[config.mk]
export PLATFORM = sky130hd
export DESIGN_NAME = sparse_segment_pool_reduce
export DESIGN_NICKNAME = d
export VERILOG_FILES = /design/src/sv/sspr_pkg.sv /design/src/sv/sspr_ctrl.sv /design/src/sv/sspr_datapath.sv /design/src/sv/sparse_segment_pool_reduce.sv
export SDC_FILE = /design/constraint.sdc
export NUM_CORES = 2
export LEC_CHECK = 0
export BUFFER_PORTS_ARGS = -buffer_cell sky130_fd_sc_hd__buf_2
export CAP_MARGIN = 10
export CORE_ASPECT_RATIO = 1.75
export CORE_MARGIN = 2
export CORE_UTILIZATION = 35
export CTS_BUF_LIST = sky130_fd_sc_hd__clkbuf_2 sky130_fd_sc_hd__clkbuf_4 sky130_fd_sc_hd__clkbuf_8
export CTS_CLUSTER_DIAMETER = 30
export DETAILED_ROUTE_END_ITERATION = 10
export MAX_ROUTING_LAYER = met4
export PLACE_DENSITY_LB_ADDON = 0.15
export SLEW_MARGIN = 20
export SYNTH_ARGS = -nofsm -noshare
export SYNTH_HDL_FRONTEND = slang
export SYNTH_HIERARCHICAL = 1
export SYNTH_SLANG_ARGS = --single-unit
export TNS_END_PERCENT = 30
[constraint.sdc]
create_clock -name clk -period 14.05 [get_ports clk]
set_clock_uncertainty 0.05 [all_clocks]
set_input_delay 0.7025 -clock clk [delete_from_list [all_inputs] [get_ports clk]]
set_output_delay 0.7025 -clock clk [all_outputs]
set_load 0.01 [all_outputs]
[src/sv/sspr_pkg.sv]
package sspr_pkg;

	localparam int FEAT_W     = 32;
	localparam int ACC_W      = 48;
	localparam int MODE_W     = 2;
	localparam int CHAN_CFG_W = 7;
	localparam int CFG_IDX_W  = 2;
	localparam int CFG_DATA_W = 7;
	localparam int CIDX_W     = 6;
	localparam int STEP_W     = 6;

	localparam logic [CFG_IDX_W-1:0] REG_MODE     = 2'd0;
	localparam logic [CFG_IDX_W-1:0] REG_CHANNELS = 2'd1;

	localparam logic [MODE_W-1:0] MODE_MAX = 2'd0;
	localparam logic [MODE_W-1:0] MODE_SUM = 2'd1;
	localparam logic [MODE_W-1:0] MODE_AVG = 2'd2;

	localparam logic [MODE_W-1:0]     MODE_RESET     = MODE_MAX;
	localparam logic [CHAN_CFG_W-1:0] CHANNELS_RESET = 7'd16;

	// -2^31 held in the 48-bit accumulator format
	localparam logic signed [ACC_W-1:0] ACC_IDENT_MAX = 48'shFFFF_8000_0000;
	localparam logic signed [ACC_W-1:0] ACC_POS_LIM   = 48'sh7FFF_FFFF_FFFF;
	localparam logic signed [ACC_W-1:0] ACC_NEG_LIM   = 48'sh8000_0000_0000;
	localparam logic [STEP_W-1:0]       DIV_LAST      = STEP_W'(ACC_W - 1);

	typedef enum logic [2:0] {
		S_IDLE,
		S_ACC,
		S_DADDR,
		S_DCALC,
		S_DDIV,
		S_DOUT
	} state_t;

	typedef struct packed {
		logic capture;
		logic accum;
		logic rd_drain;
		logic calc;
		logic div_step;
		logic out_load;
	} cmd_t;

	typedef struct packed {
		logic row_done;
		logic avg;
		logic div_done;
		logic out_free;
		logic drain_last;
	} status_t;

	function automatic logic signed [FEAT_W-1:0] sat_q32(input logic signed [ACC_W-1:0] v);
		logic signed [ACC_W-1:0] hi;
		logic signed [ACC_W-1:0] lo;
		hi = 48'sh0000_7FFF_FFFF;
		lo = ACC_IDENT_MAX;
		if (v > hi)
			return 32'sh7FFF_FFFF;
		else if (v < lo)
			return 32'sh8000_0000;
		else
			return v[FEAT_W-1:0];
	endfunction

endpackage

[src/sv/sspr_ctrl.sv]
module sspr_ctrl
	import sspr_pkg::*;
(
	input  logic    clk,
	input  logic    arst_n,
	input  logic    in_valid,
	output logic    in_ready,
	input  status_t status,
	output cmd_t    cmd
);

	state_t state_q;
	state_t state_nx;

	always_ff @(posedge clk or negedge arst_n) begin
		if (!arst_n)
			state_q <= S_IDLE;
		else
			state_q <= state_nx;
	end

	always_comb begin
		state_nx = state_q;
		case (state_q)
			S_IDLE: begin
				if (in_valid)
					state_nx = S_ACC;
			end
			S_ACC: begin
				state_nx = status.row_done ? S_DADDR : S_IDLE;
			end
			S_DADDR: begin
				state_nx = S_DCALC;
			end
			S_DCALC: begin
				state_nx = status.avg ? S_DDIV : S_DOUT;
			end
			S_DDIV: begin
				if (status.div_done)
					state_nx = S_DOUT;
			end
			S_DOUT: begin
				if (status.out_free)
					state_nx = status.drain_last ? S_IDLE : S_DADDR;
			end
			default: begin
				state_nx = S_IDLE;
			end
		endcase
	end

	always_comb begin
		cmd      = '0;
		in_ready = 1'b0;
		case (state_q)
			S_IDLE: begin
				in_ready    = 1'b1;
				cmd.capture = in_valid;
			end
			S_ACC: begin
				cmd.accum = 1'b1;
			end
			S_DADDR: begin
				cmd.rd_drain = 1'b1;
			end
			S_DCALC: begin
				cmd.calc = 1'b1;
			end
			S_DDIV: begin
				cmd.div_step = 1'b1;
			end
			S_DOUT: begin
				cmd.out_load = status.out_free;
			end
			default: begin
				cmd = '0;
			end
		endcase
	end

endmodule

[src/sv/sspr_datapath.sv]
module sspr_datapath
	import sspr_pkg::*;
#(
	parameter int MAX_CHANNELS    = 16,
	parameter int EDGE_COUNT_BITS = 16
) (
	input  logic                          clk,
	input  logic                          arst_n,
	input  cmd_t                          cmd,
	output status_t                       status,
	input  logic signed [FEAT_W-1:0]      feat_elem,
	input  logic                          row_end,
	input  logic                          row_empty,
	output logic                          out_valid,
	input  logic                          out_ready,
	output logic [CIDX_W-1:0]             channel_index,
	output logic signed [FEAT_W-1:0]      pool_result,
	output logic                          last,
	input  logic                          cfg_valid,
	output logic                          cfg_ready,
	input  logic [CFG_IDX_W-1:0]          cfg_index,
	input  logic [CFG_DATA_W-1:0]         cfg_data
);

	localparam int IDX_W = (MAX_CHANNELS > 1) ? $clog2(MAX_CHANNELS) : 1;
	localparam int EC_W  = EDGE_COUNT_BITS;

	logic [MODE_W-1:0]          mode_q;
	logic [CHAN_CFG_W-1:0]      chan_q;
	logic signed [FEAT_W-1:0]   feat_q;
	logic                       end_q;
	logic                       empty_q;
	logic [IDX_W-1:0]           pos_q;
	logic [EC_W-1:0]            edges_q;
	logic [IDX_W-1:0]           didx_q;
	logic [MAX_CHANNELS-1:0]    vld_q;
	logic signed [ACC_W-1:0]    mem [MAX_CHANNELS];
	logic signed [ACC_W-1:0]    rd_data_q;
	logic                       rd_vld_q;
	logic signed [ACC_W-1:0]    res_q;
	logic [ACC_W-1:0]           quo_q;
	logic [EC_W-1:0]            rem_q;
	logic                       neg_q;
	logic [STEP_W-1:0]          step_q;
	logic                       out_valid_q;
	logic [CIDX_W-1:0]          cidx_q;
	logic signed [FEAT_W-1:0]   pooled_q;
	logic                       last_q;

	logic [CHAN_CFG_W-1:0]      eff_ch;
	logic [IDX_W-1:0]           last_pos;
	logic [IDX_W-1:0]           rd_addr;
	logic signed [ACC_W-1:0]    ident;
	logic signed [ACC_W-1:0]    entry;
	logic signed [ACC_W-1:0]    feat_ext;
	logic signed [ACC_W:0]      sum_wide;
	logic signed [ACC_W-1:0]    sum_sat;
	logic signed [ACC_W-1:0]    acc_new;
	logic                       wrap;
	logic                       end_any;
	logic [IDX_W-1:0]           pos_after;
	logic                       bump;
	logic                       cfg_hit;
	logic                       row_clear;
	logic [EC_W-1:0]            divisor;
	logic [EC_W:0]              rem_sh;
	logic                       ge;
	logic [ACC_W-1:0]           quo_nx;
	logic                       drain_last;
	logic                       out_free;

	assign cfg_ready = 1'b1;
	assign cfg_hit   = cfg_valid && (cfg_index == REG_MODE || cfg_index == REG_CHANNELS);

	always_comb begin
		if (chan_q > CHAN_CFG_W'(MAX_CHANNELS))
			eff_ch = CHAN_CFG_W'(MAX_CHANNELS);
		else if (chan_q == '0)
			eff_ch = CHAN_CFG_W'(1);
		else
			eff_ch = chan_q;
	end

	assign last_pos   = IDX_W'(eff_ch - CHAN_CFG_W'(1));
	assign rd_addr    = cmd.rd_drain ? didx_q : pos_q;
	assign ident      = (mode_q == MODE_MAX) ? ACC_IDENT_MAX : '0;
	assign entry      = rd_vld_q ? rd_data_q : ident;
	assign feat_ext   = ACC_W'(feat_q);
	assign sum_wide   = {entry[ACC_W-1], entry} + {feat_ext[ACC_W-1], feat_ext};

	always_comb begin
		if (sum_wide[ACC_W] != sum_wide[ACC_W-1])
			sum_sat = sum_wide[ACC_W] ? ACC_NEG_LIM : ACC_POS_LIM;
		else
			sum_sat = sum_wide[ACC_W-1:0];
		if (mode_q == MODE_MAX)
			acc_new = (feat_ext > entry) ? feat_ext : entry;
		else
			acc_new = sum_sat;
	end

	// a partial edge at row end still counts as one edge
	assign wrap      = pos_q == last_pos;
	assign end_any   = empty_q || end_q;
	assign pos_after = empty_q ? pos_q : (wrap ? '0 : pos_q + IDX_W'(1));
	assign bump      = (!empty_q && wrap) || (end_any && pos_after != '0);

	assign drain_last = didx_q == last_pos;
	assign out_free   = !out_valid_q || out_ready;
	assign row_clear  = cfg_hit || (cmd.out_load && drain_last);

	// restoring divider, one quotient bit per cycle
	assign divisor = (edges_q == '0) ? EC_W'(1) : edges_q;
	assign rem_sh  = {rem_q, quo_q[ACC_W-1]};
	assign ge      = rem_sh >= {1'b0, divisor};
	assign quo_nx  = {quo_q[ACC_W-2:0], ge};

	assign status.row_done   = end_any;
	assign status.avg        = mode_q == MODE_AVG;
	assign status.div_done   = step_q == DIV_LAST;
	assign status.out_free   = out_free;
	assign status.drain_last = drain_last;

	always_ff @(posedge clk) begin
		if (cmd.accum && !empty_q)
			mem[pos_q] <= acc_new;
		rd_data_q <= mem[rd_addr];
		rd_vld_q  <= vld_q[rd_addr];
	end

	always_ff @(posedge clk or negedge arst_n) begin
		if (!arst_n) begin
			mode_q      <= MODE_RESET;
			chan_q      <= CHANNELS_RESET;
			pos_q       <= '0;
			edges_q     <= '0;
			didx_q      <= '0;
			vld_q       <= '0;
			out_valid_q <= 1'b0;
		end else begin
			if (cfg_valid && cfg_ready) begin
				case (cfg_index)
					REG_MODE:     mode_q <= cfg_data[MODE_W-1:0];
					REG_CHANNELS: chan_q <= cfg_data;
					default:      ;
				endcase
			end
			if (cmd.accum) begin
				if (!empty_q)
					vld_q[pos_q] <= 1'b1;
				pos_q <= pos_after;
				if (bump && edges_q != '1)
					edges_q <= edges_q + EC_W'(1);
				didx_q <= '0;
			end
			if (cmd.out_load) begin
				out_valid_q <= 1'b1;
				didx_q      <= didx_q + IDX_W'(1);
			end else if (out_ready) begin
				out_valid_q <= 1'b0;
			end
			if (row_clear) begin
				vld_q   <= '0;
				pos_q   <= '0;
				edges_q <= '0;
			end
		end
	end

	always_ff @(posedge clk) begin
		if (cmd.capture) begin
			feat_q  <= feat_elem;
			end_q   <= row_end;
			empty_q <= row_empty;
		end
		if (cmd.calc) begin
			res_q  <= entry;
			quo_q  <= entry[ACC_W-1] ? ACC_W'(-entry) : entry;
			neg_q  <= entry[ACC_W-1];
			rem_q  <= '0;
			step_q <= '0;
		end
		if (cmd.div_step) begin
			quo_q  <= quo_nx;
			rem_q  <= ge ? EC_W'(rem_sh - {1'b0, divisor}) : rem_sh[EC_W-1:0];
			step_q <= step_q + STEP_W'(1);
			if (step_q == DIV_LAST)
				res_q <= neg_q ? ACC_W'(-quo_nx) : quo_nx;
		end
		if (cmd.out_load) begin
			cidx_q   <= CIDX_W'(didx_q);
			pooled_q <= sat_q32(res_q);
			last_q   <= drain_last;
		end
	end

	assign out_valid     = out_valid_q;
	assign channel_index = cidx_q;
	assign pool_result   = pooled_q;
	assign last          = last_q;

endmodule

[src/sv/sparse_segment_pool_reduce.sv]
// An element's channel entry is read in the cycle it is taken, and it is folded into its channel in the next,
// so the input takes no new element until that fold is done (read, then read-modify-write).
// Row end: per channel the drain steps are read, select and load output for max and sum;
// average adds the 48-bit restoring divider between select and load output.
// Output stalls hold the drain. Reset clears the FSM, row state and accumulator
// valid bits at once; registers return to max mode with 16 channels.
module sparse_segment_pool_reduce
	import sspr_pkg::*;
#(
	parameter int MAX_CHANNELS    = 16,
	parameter int EDGE_COUNT_BITS = 16
) (
	input  logic                          clk,
	input  logic                          arst_n,
	input  logic                          in_valid,
	output logic                          in_ready,
	input  logic signed [FEAT_W-1:0]      feat_elem,
	input  logic                          row_end,
	input  logic                          row_empty,
	output logic                          out_valid,
	input  logic                          out_ready,
	output logic [CIDX_W-1:0]             channel_index,
	output logic signed [FEAT_W-1:0]      pool_result,
	output logic                          last,
	input  logic                          cfg_valid,
	output logic                          cfg_ready,
	input  logic [CFG_IDX_W-1:0]          cfg_index,
	input  logic [CFG_DATA_W-1:0]         cfg_data
);

	cmd_t    cmd;
	status_t status;

	sspr_ctrl u_ctrl (
		.clk      (clk),
		.arst_n   (arst_n),
		.in_valid (in_valid),
		.in_ready (in_ready),
		.status   (status),
		.cmd      (cmd)
	);

	sspr_datapath #(
		.MAX_CHANNELS    (MAX_CHANNELS),
		.EDGE_COUNT_BITS (EDGE_COUNT_BITS)
	) u_dp (
		.clk           (clk),
		.arst_n        (arst_n),
		.cmd           (cmd),
		.status        (status),
		.feat_elem     (feat_elem),
		.row_end       (row_end),
		.row_empty     (row_empty),
		.out_valid     (out_valid),
		.out_ready     (out_ready),
		.channel_index (channel_index),
		.pool_result   (pool_result),
		.last          (last),
		.cfg_valid     (cfg_valid),
		.cfg_ready     (cfg_ready),
		.cfg_index     (cfg_index),
		.cfg_data      (cfg_data)
	);

`ifndef SYNTHESIS
	a_accept_then_busy: assert property (@(posedge clk) disable iff (!arst_n)
		(in_valid && in_ready) |=> !in_ready)
		else $error("input taken again during accumulate cycle");

	a_empty_drains: assert property (@(posedge clk) disable iff (!arst_n)
		(in_valid && in_ready && row_empty) |-> ##2 !in_ready)
		else $error("empty row did not start a drain");

	a_mid_row_busy: assert property (@(posedge clk) disable iff (!arst_n)
		(out_valid && !last) |-> !in_ready)
		else $error("input open while row drain unfinished");
`endif

endmodule
# Word-level counts from Yosys, hierarchy flattened
# Memories as Yosys holds them, arrays and structs flattened. A register that Yosys moved wholly into a read port is not among the register bits.
# Cells that the tools add are included.
[word_totals] reg_bits=244 latch_bits=0 ram_bits=768 rom_bits=0 input_bits=48 out_inout_bits=42 word_cells=142 n_memories=1
[mem_list] name="u_dp.mem" depth=16 width=48 read_ports=1 rd_clocked_by_memory_dff=1 write_ports=1 line_no="sspr_datapath.sv:37" rtl="logic signed [ACC_W-1:0] mem [MAX_CHANNELS];"
[classes] addsub=9 n_mul=0 n_div=0 order_cmp=8 n_eq_ne=16 n_shift=0 mux=57 bitwise_logic=1 n_reduce_logical=30
[op_table] operator="two-way mux 48 bit" count=13
[op_table] operator="two-way mux 16 bit" count=10
[op_table] operator="negation 48 bit" count=2
[op_table] operator="adder 48 x 32 -> 49 bit" count=1
[op_table] operator="greater-than comparator 32 x 48 -> 1 bit" count=1
[op_table] operator="greater-than comparator 48 x 32 -> 1 bit, second input constant" count=1
[op_table] operator="less-than comparator 48 x 32 -> 1 bit, second input constant" count=1
[op_table] operator="two-way mux 4 bit" count=9
[op_table] operator="two-way mux 32 bit" count=1
[op_table] operator="case mux 3 bit (6 select lines)" count=1
[op_table] operator=">= comparator 17 x 16 -> 1 bit" count=1
[op_table] operator="adder 16 x 1 -> 16 bit, second input constant" count=1
[op_table] operator="logical NOT 16 bit" count=1
[op_table] operator="!= test 16 bit, second input constant" count=1
[op_table] operator="OR 16 bit" count=1
[op_table] operator="subtractor 16 bit" count=1
[op_table] operator="two-way mux 1 bit" count=14
[op_table] operator="two-way mux 6 bit" count=2
[op_table] operator="less-than comparator 4 x 5 -> 1 bit, second input constant" count=2
[op_table] operator="nonzero test 2 bit" count=5
[op_table] operator="two-way mux 3 bit" count=3
[op_table] operator="adder 4 x 1 -> 4 bit, second input constant" count=2
[op_table] operator="equality test 4 bit" count=2
[op_table] operator="AND reduction 2 bit" count=4
[op_table] operator="24 further kinds" count=41

# Logic depth before layout (Yosys ltp)
[depth] ltp_word=14 depth_mapped=26 depth_no_buf=24

# Cells and area by module
# Netlist, hierarchy kept.
[modules_own_cells] mod="sspr_datapath" n_inst=1 cells_each=3534 area_each_um2=48530.3
[modules_own_cells] mod="sspr_ctrl" n_inst=1 cells_each=31 area_each_um2=252.7

# Worst setup path before layout
# No wires, ideal clock.
[synth_path] kind="reg2reg" from="register u_ctrl.state_q[1]" to="memory u_dp.mem[3][0], enable pin" setup_ps=515 arrival_ps=4835 required_time_ps=13485 slack_ps=8650 path_stages_with_launch=7 period_less_slack_ps=5400 path_cell_list="dfrtp_1 > buf_2 > nor2b_1 > nor2b_1 > nor2b_1 > nand2_1 > nor3_1"
[synth_lines] item="start, declared" line_no="sspr_ctrl.sv:12" rtl="state_t state_q;"
[synth_lines] item="start signal, assigned" line_no="sspr_ctrl.sv:19" rtl="state_q <= state_nx;"
[synth_lines] item="end, declared" line_no="sspr_datapath.sv:37"

# Worst setup path after layout
[layout_path] from="register u_dp.rd_vld_q" to="memory u_dp.mem[5][34], data pin"
[layout_via] elab_chain_cells=5 word_cells_on_any_way=8 cone_classes="add/sub: 1; order compare: 1; eq/ne: 1; mux: 5"
[layout_rtl] item="start, declared" line_no="sspr_datapath.sv:39" rtl="logic rd_vld_q;"
[layout_rtl] item="start signal, assigned" line_no="sspr_datapath.sv:128" rtl="rd_vld_q <= vld_q[rd_addr];"
[layout_rtl] item="two-way mux 48 bit (*)" line_no="sspr_datapath.sv:87" rtl="assign entry = rd_vld_q ? rd_data_q : ident;"
[layout_rtl] item="adder 48 x 32 -> 49 bit" line_no="sspr_datapath.sv:89" rtl="assign sum_wide = {entry[ACC_W-1], entry} + {feat_ext[ACC_W-1], feat_ext};"
[layout_rtl] item="two-way mux 48 bit or != test 1 bit (tied branches)" line_no="sspr_datapath.sv:93, sspr_datapath.sv:92"
[layout_rtl] item="two-way mux 48 bit" line_no="sspr_datapath.sv:92" rtl="if (sum_wide[ACC_W] != sum_wide[ACC_W-1])"
[layout_rtl] item="two-way mux 48 bit (*)" line_no="sspr_datapath.sv:96" rtl="if (mode_q == MODE_MAX)"
[layout_rtl] item="via u_dp.acc_new[34]" line_no="sspr_datapath.sv:58" rtl="logic signed [ACC_W-1:0] acc_new;"
# Mark *: on every way through the listed nets, which the timed path passes. The rest lies on a longest branch.

==> results.txt <==
The final sum of negative setup slack came out at 0 ps. The final estimated routing congestion in global placement is 0.979. The final critical-path share of the clock period came out at a little under half. The fraction of final layout cells sized beyond drive strength 1 came out at 20.1%.

The core region area came out at between 100000 and 150000 um^2. Dividing the detail-routed wire length by the instance count gives 25.9 um. The number of distinct standard cells referenced by the synthesized netlist came out at 78. For this block, the routed nets add up to 149000 um of wire. The effective utilization at floorplan is between 30% and 40%. The post-layout utilization of the core is 40.3%.

The worst slew slack as a fraction of its limit came out at between 20% and 30%. The average vias per placed instance is 5.41. Summing every instance area after synthesis gives 48800 um^2. The clock-pin slew on the worst setup and hold paths came out at 60 ps. The die outline width is approximately 290 um. The worst path required time came out at 14490 ps. The maximum number of pins on one net before global-route repair is 108. The TritonCTS clock tree is yes.

In the post-synthesis netlist, the biggest area contributors are sky130_fd_sc_hd__edfxtp_1, sky130_fd_sc_hd__mux4_2, sky130_fd_sc_hd__dfxtp_1. The cell area power density came out at around 230 nW/um^2. For this run, the leading register cell type out of synthesis is sky130_fd_sc_hd__edfxtp_1. The max-cap violation count is 0. The worst IR drop on VDD is 0.129 mV. The remaining antenna violation count came out at 0. The overall track demand over capacity in global routing came out at roughly 22%. Clock latency on the worst-skew pair, taken at its later pin, is 880 ps. The maximum achievable frequency came out at 156 MHz. The critical path is of the reg -> reg type. The sequential share of the synthesized area is between 60 and 70%. The area share of the largest cell type after synthesis came out at 56.0%. The top-level I/O count is 90. The critical path capture point type is a register. The final-report max-slew violation count came to 0. The largest total area in the synthesized netlist belongs to sky130_fd_sc_hd__edfxtp_1. The count of buffers from port buffering came out at 86.

The actual transition at the worst max-transition pin came out at 1110 ps. Setup repair after global routing left no endpoint under its margin. The TritonCTS buffer count came out at 171.

The first-pass iteration count of the detailed router came out at 6. The height of the die is 498 um. The fraction of synthesis flops using an asynchronous set or reset pin is 5.00%. The number of flops mapped to enable cells by yosys came out at 910. The flip-flop and latch count after synthesis is between 1000 and 1500.

The area of the die came out at 142000 um^2. Synthesis produced 3565 cells. The run finished with clean final reports. The via count of the first global-routing pass came out at 32024.

The number of placement rows came out at 181. The static leakage came out at just under 20 nW. The count of instances resized after the clock tree is built is 0. The clock passes through at most 3 buffers. The detailed-route via count is 31070.

The final setup violation count is 0. The average instance in the mapped netlist occupies 13.7 um^2. STA puts the critical path data arrival time at 6850 ps.

The first-iteration detailed-routing DRC count is 2357. In this run the number of H-tree levels came out at 4. The initial antenna violation count was 4.

The tree is rooted in a sky130_fd_sc_hd__clkbuf_8. In this run the worst path has a maximum fanout of 52. The worst min-delay path class is in -> reg. The total of warnings raised by yosys came out at 6. The minimum period implied by the final worst setup slack is 6410 ps. The synthesis-to-finish area growth came out at 14.6%. The startpoint kind of the worst setup timing path is a register. Counting every sink on the clock net gives 1060. For this run, the post-layout net count is 3943.

The global-route wire length before repair is around 220000 um. The number of fill cells in the layout came out at 13112. The sum of net half-perimeters after detailed placement came out at around 94000 um. After detailed routing, the number of remaining DRC violations is 0.

The final hold violation count was 0. For this run the aggregate overflow at the end of global routing stands at 0.
-- layer usage --
| metal | track usage, % | routed length (um) | share of wire, % | vias up |
|---|---|---|---|---|
| li1 | - | - | - | 13987 |
| met1 | 25.4 | 60400 | 41 | 16029 |
| met2 | 37.6 | 78400 | 53 | 794 |
| met3 | 2.61 | 5330 | 3.6 | 260 |
| met4 | 7.58 | 4860 | 3.3 | 0 |
| met5 | - | 0 | 0 | - |
-- area by class of cell --
| cell class | count | area, um^2 | area share, % |
|---|---|---|---|
| well taps | 1830 | 2290 | 4.10 |
| inverters | 120 | 450 | 0.806 |
| flip-flops and latches | 1060 | 30600 | 54.7 |
| diodes | 1 | 2.50 | 0.00448 |
| repair buffers | 234 | 1680 | 3.00 |
| clock buffers | 233 | 2940 | 5.26 |
| multi-input cells | 2183 | 17200 | 30.7 |
| clock inverters | 81 | 747 | 1.34 |
-- state kept, by name, summed over array words and instances (netlist names), 32 cells and up --
register          cells
u_dp/mem            768
u_dp/quo_q           48
u_dp/rd_data_q       48
u_dp/res_q           48
u_dp/feat_q          32
u_dp/pool_result     32
-- cells by family after synthesis --
group                      synth area share (%)
and+or+nand+nor                            9.12
buffers and inverters                      2.62
AOI/OAI and AO/OA                          8.94
adders and majority gates                  3.24
xor gates and xnor gates                   2.98
muxes                                      10.4
other                                    0.0154
DFF                                        62.7
-- report_power, final --
group	total, W	switching (W)	internal, W	leakage [nW]
clock network	0.00286	0.00130	0.00156	1.90
logic	0.00483	0.00311	0.00172	7.83
registers	0.00517	0.000373	0.00480	9.71
total	0.0129	0.00478	0.00808	19.4
-- worst paths after layout --
check | from | endpoint | slack [ps] | depth (start not counted)
worst max-delay path | u_dp/rd_vld_q$_DFF_P_ | u_dp/mem[5][34]$_DFFE_PP_ | 7640 | 17
worst min-delay path | cfg_data[1] | u_dp/chan_q[1]$_DFFE_PN0P_ | 100 | 2
worst max register to register | u_dp/rd_vld_q$_DFF_P_ | u_dp/mem[5][34]$_DFFE_PP_ | 7640 | 17
worst min register to register | u_dp/vld_q[1]$_DFFE_PN0P_ | u_dp/vld_q[1]$_DFFE_PN0P_ | 450 | 2
max in group asynchronous | arst_n | u_ctrl/state_q[1]$_DFFE_PN0P_ | 12940 | 3
min in group asynchronous | arst_n | u_dp/chan_q[2]$_DFFE_PN0P_ | 500 | 3
-- timing repair --
action | CTS | global route
setup buffers | 0 | 0
hold buffers | 40 | 0
endpoints found under the hold margin | 91 | 0
-- worst max-delay path, stage by stage, from the launching register on --
cell	delay (ps)
sky130_fd_sc_hd__dfxtp_4	700
sky130_fd_sc_hd__buf_4	460
sky130_fd_sc_hd__nand2_1	200
sky130_fd_sc_hd__inv_1	150
sky130_fd_sc_hd__ha_1	190
sky130_fd_sc_hd__inv_1	60
sky130_fd_sc_hd__fa_1	400
sky130_fd_sc_hd__o21bai_1	230
sky130_fd_sc_hd__a211oi_1	140
sky130_fd_sc_hd__nor2_1	160
sky130_fd_sc_hd__o21ai_1	210
sky130_fd_sc_hd__a211oi_1	300
sky130_fd_sc_hd__nor4_1	180
sky130_fd_sc_hd__a221oi_1	710
sky130_fd_sc_hd__or2_2	220
sky130_fd_sc_hd__buf_4	520
sky130_fd_sc_hd__a21boi_0	180
sky130_fd_sc_hd__a21oi_1	880
-- cell usage after synthesis, types with 77 or more instances --
| cell type | count |
|---|---|
| sky130_fd_sc_hd__nor2_1 | 193 |
| sky130_fd_sc_hd__clkbuf_1 | 139 |
| sky130_fd_sc_hd__inv_1 | 115 |
| sky130_fd_sc_hd__nand2_1 | 404 |
| sky130_fd_sc_hd__a21oi_1 | 149 |
| sky130_fd_sc_hd__o21ai_0 | 115 |
| sky130_fd_sc_hd__edfxtp_1 | 910 |
| sky130_fd_sc_hd__ha_1 | 123 |
| sky130_fd_sc_hd__mux4_2 | 196 |
| sky130_fd_sc_hd__xnor2_1 | 122 |
| sky130_fd_sc_hd__dfxtp_1 | 97 |
| sky130_fd_sc_hd__a211oi_1 | 77 |
-- stage by stage --
| stage | total power [W] | hold WS (ps) | cell area, um^2 | std cells | setup WS [ps] |
|---|---|---|---|---|---|
| floorplan | 0.00827 | 357 | 48800 | 3566 | 8650 |
| global placement | 0.00990 | 425 | 51500 | 5347 | 7600 |
| detailed placement | 0.00994 | 433 | 51500 | 5353 | 7610 |
| CTS | 0.0128 | 3.57 | 55600 | 5707 | 7580 |
| global route | 0.0136 | 30.0 | 55900 | 5742 | 7300 |
| finish | 0.0129 | 97.4 | 55900 | 5742 | 7640 |
-- cells in the final DEF (no fill, tap or decap), types with 49 or more instances in the layout --
cell type,instances
sky130_fd_sc_hd__a21oi_1,145
sky130_fd_sc_hd__nor2b_1,49
sky130_fd_sc_hd__dfxtp_1,96
sky130_fd_sc_hd__inv_1,115
sky130_fd_sc_hd__ha_1,123
sky130_fd_sc_hd__mux4_2,196
sky130_fd_sc_hd__xnor2_1,122
sky130_fd_sc_hd__dfrtp_1,52
sky130_fd_sc_hd__clkbuf_4,70
sky130_fd_sc_hd__edfxtp_1,910
sky130_fd_sc_hd__and2_1,58
sky130_fd_sc_hd__o21ai_0,114
sky130_fd_sc_hd__a31oi_1,69
sky130_fd_sc_hd__a211oi_1,77
sky130_fd_sc_hd__nand2_1,403
sky130_fd_sc_hd__buf_2,90
sky130_fd_sc_hd__nor2_1,178
sky130_fd_sc_hd__buf_4,72
sky130_fd_sc_hd__clkbuf_8,190
No activity file was read; power rests on OpenSTA's default activity.
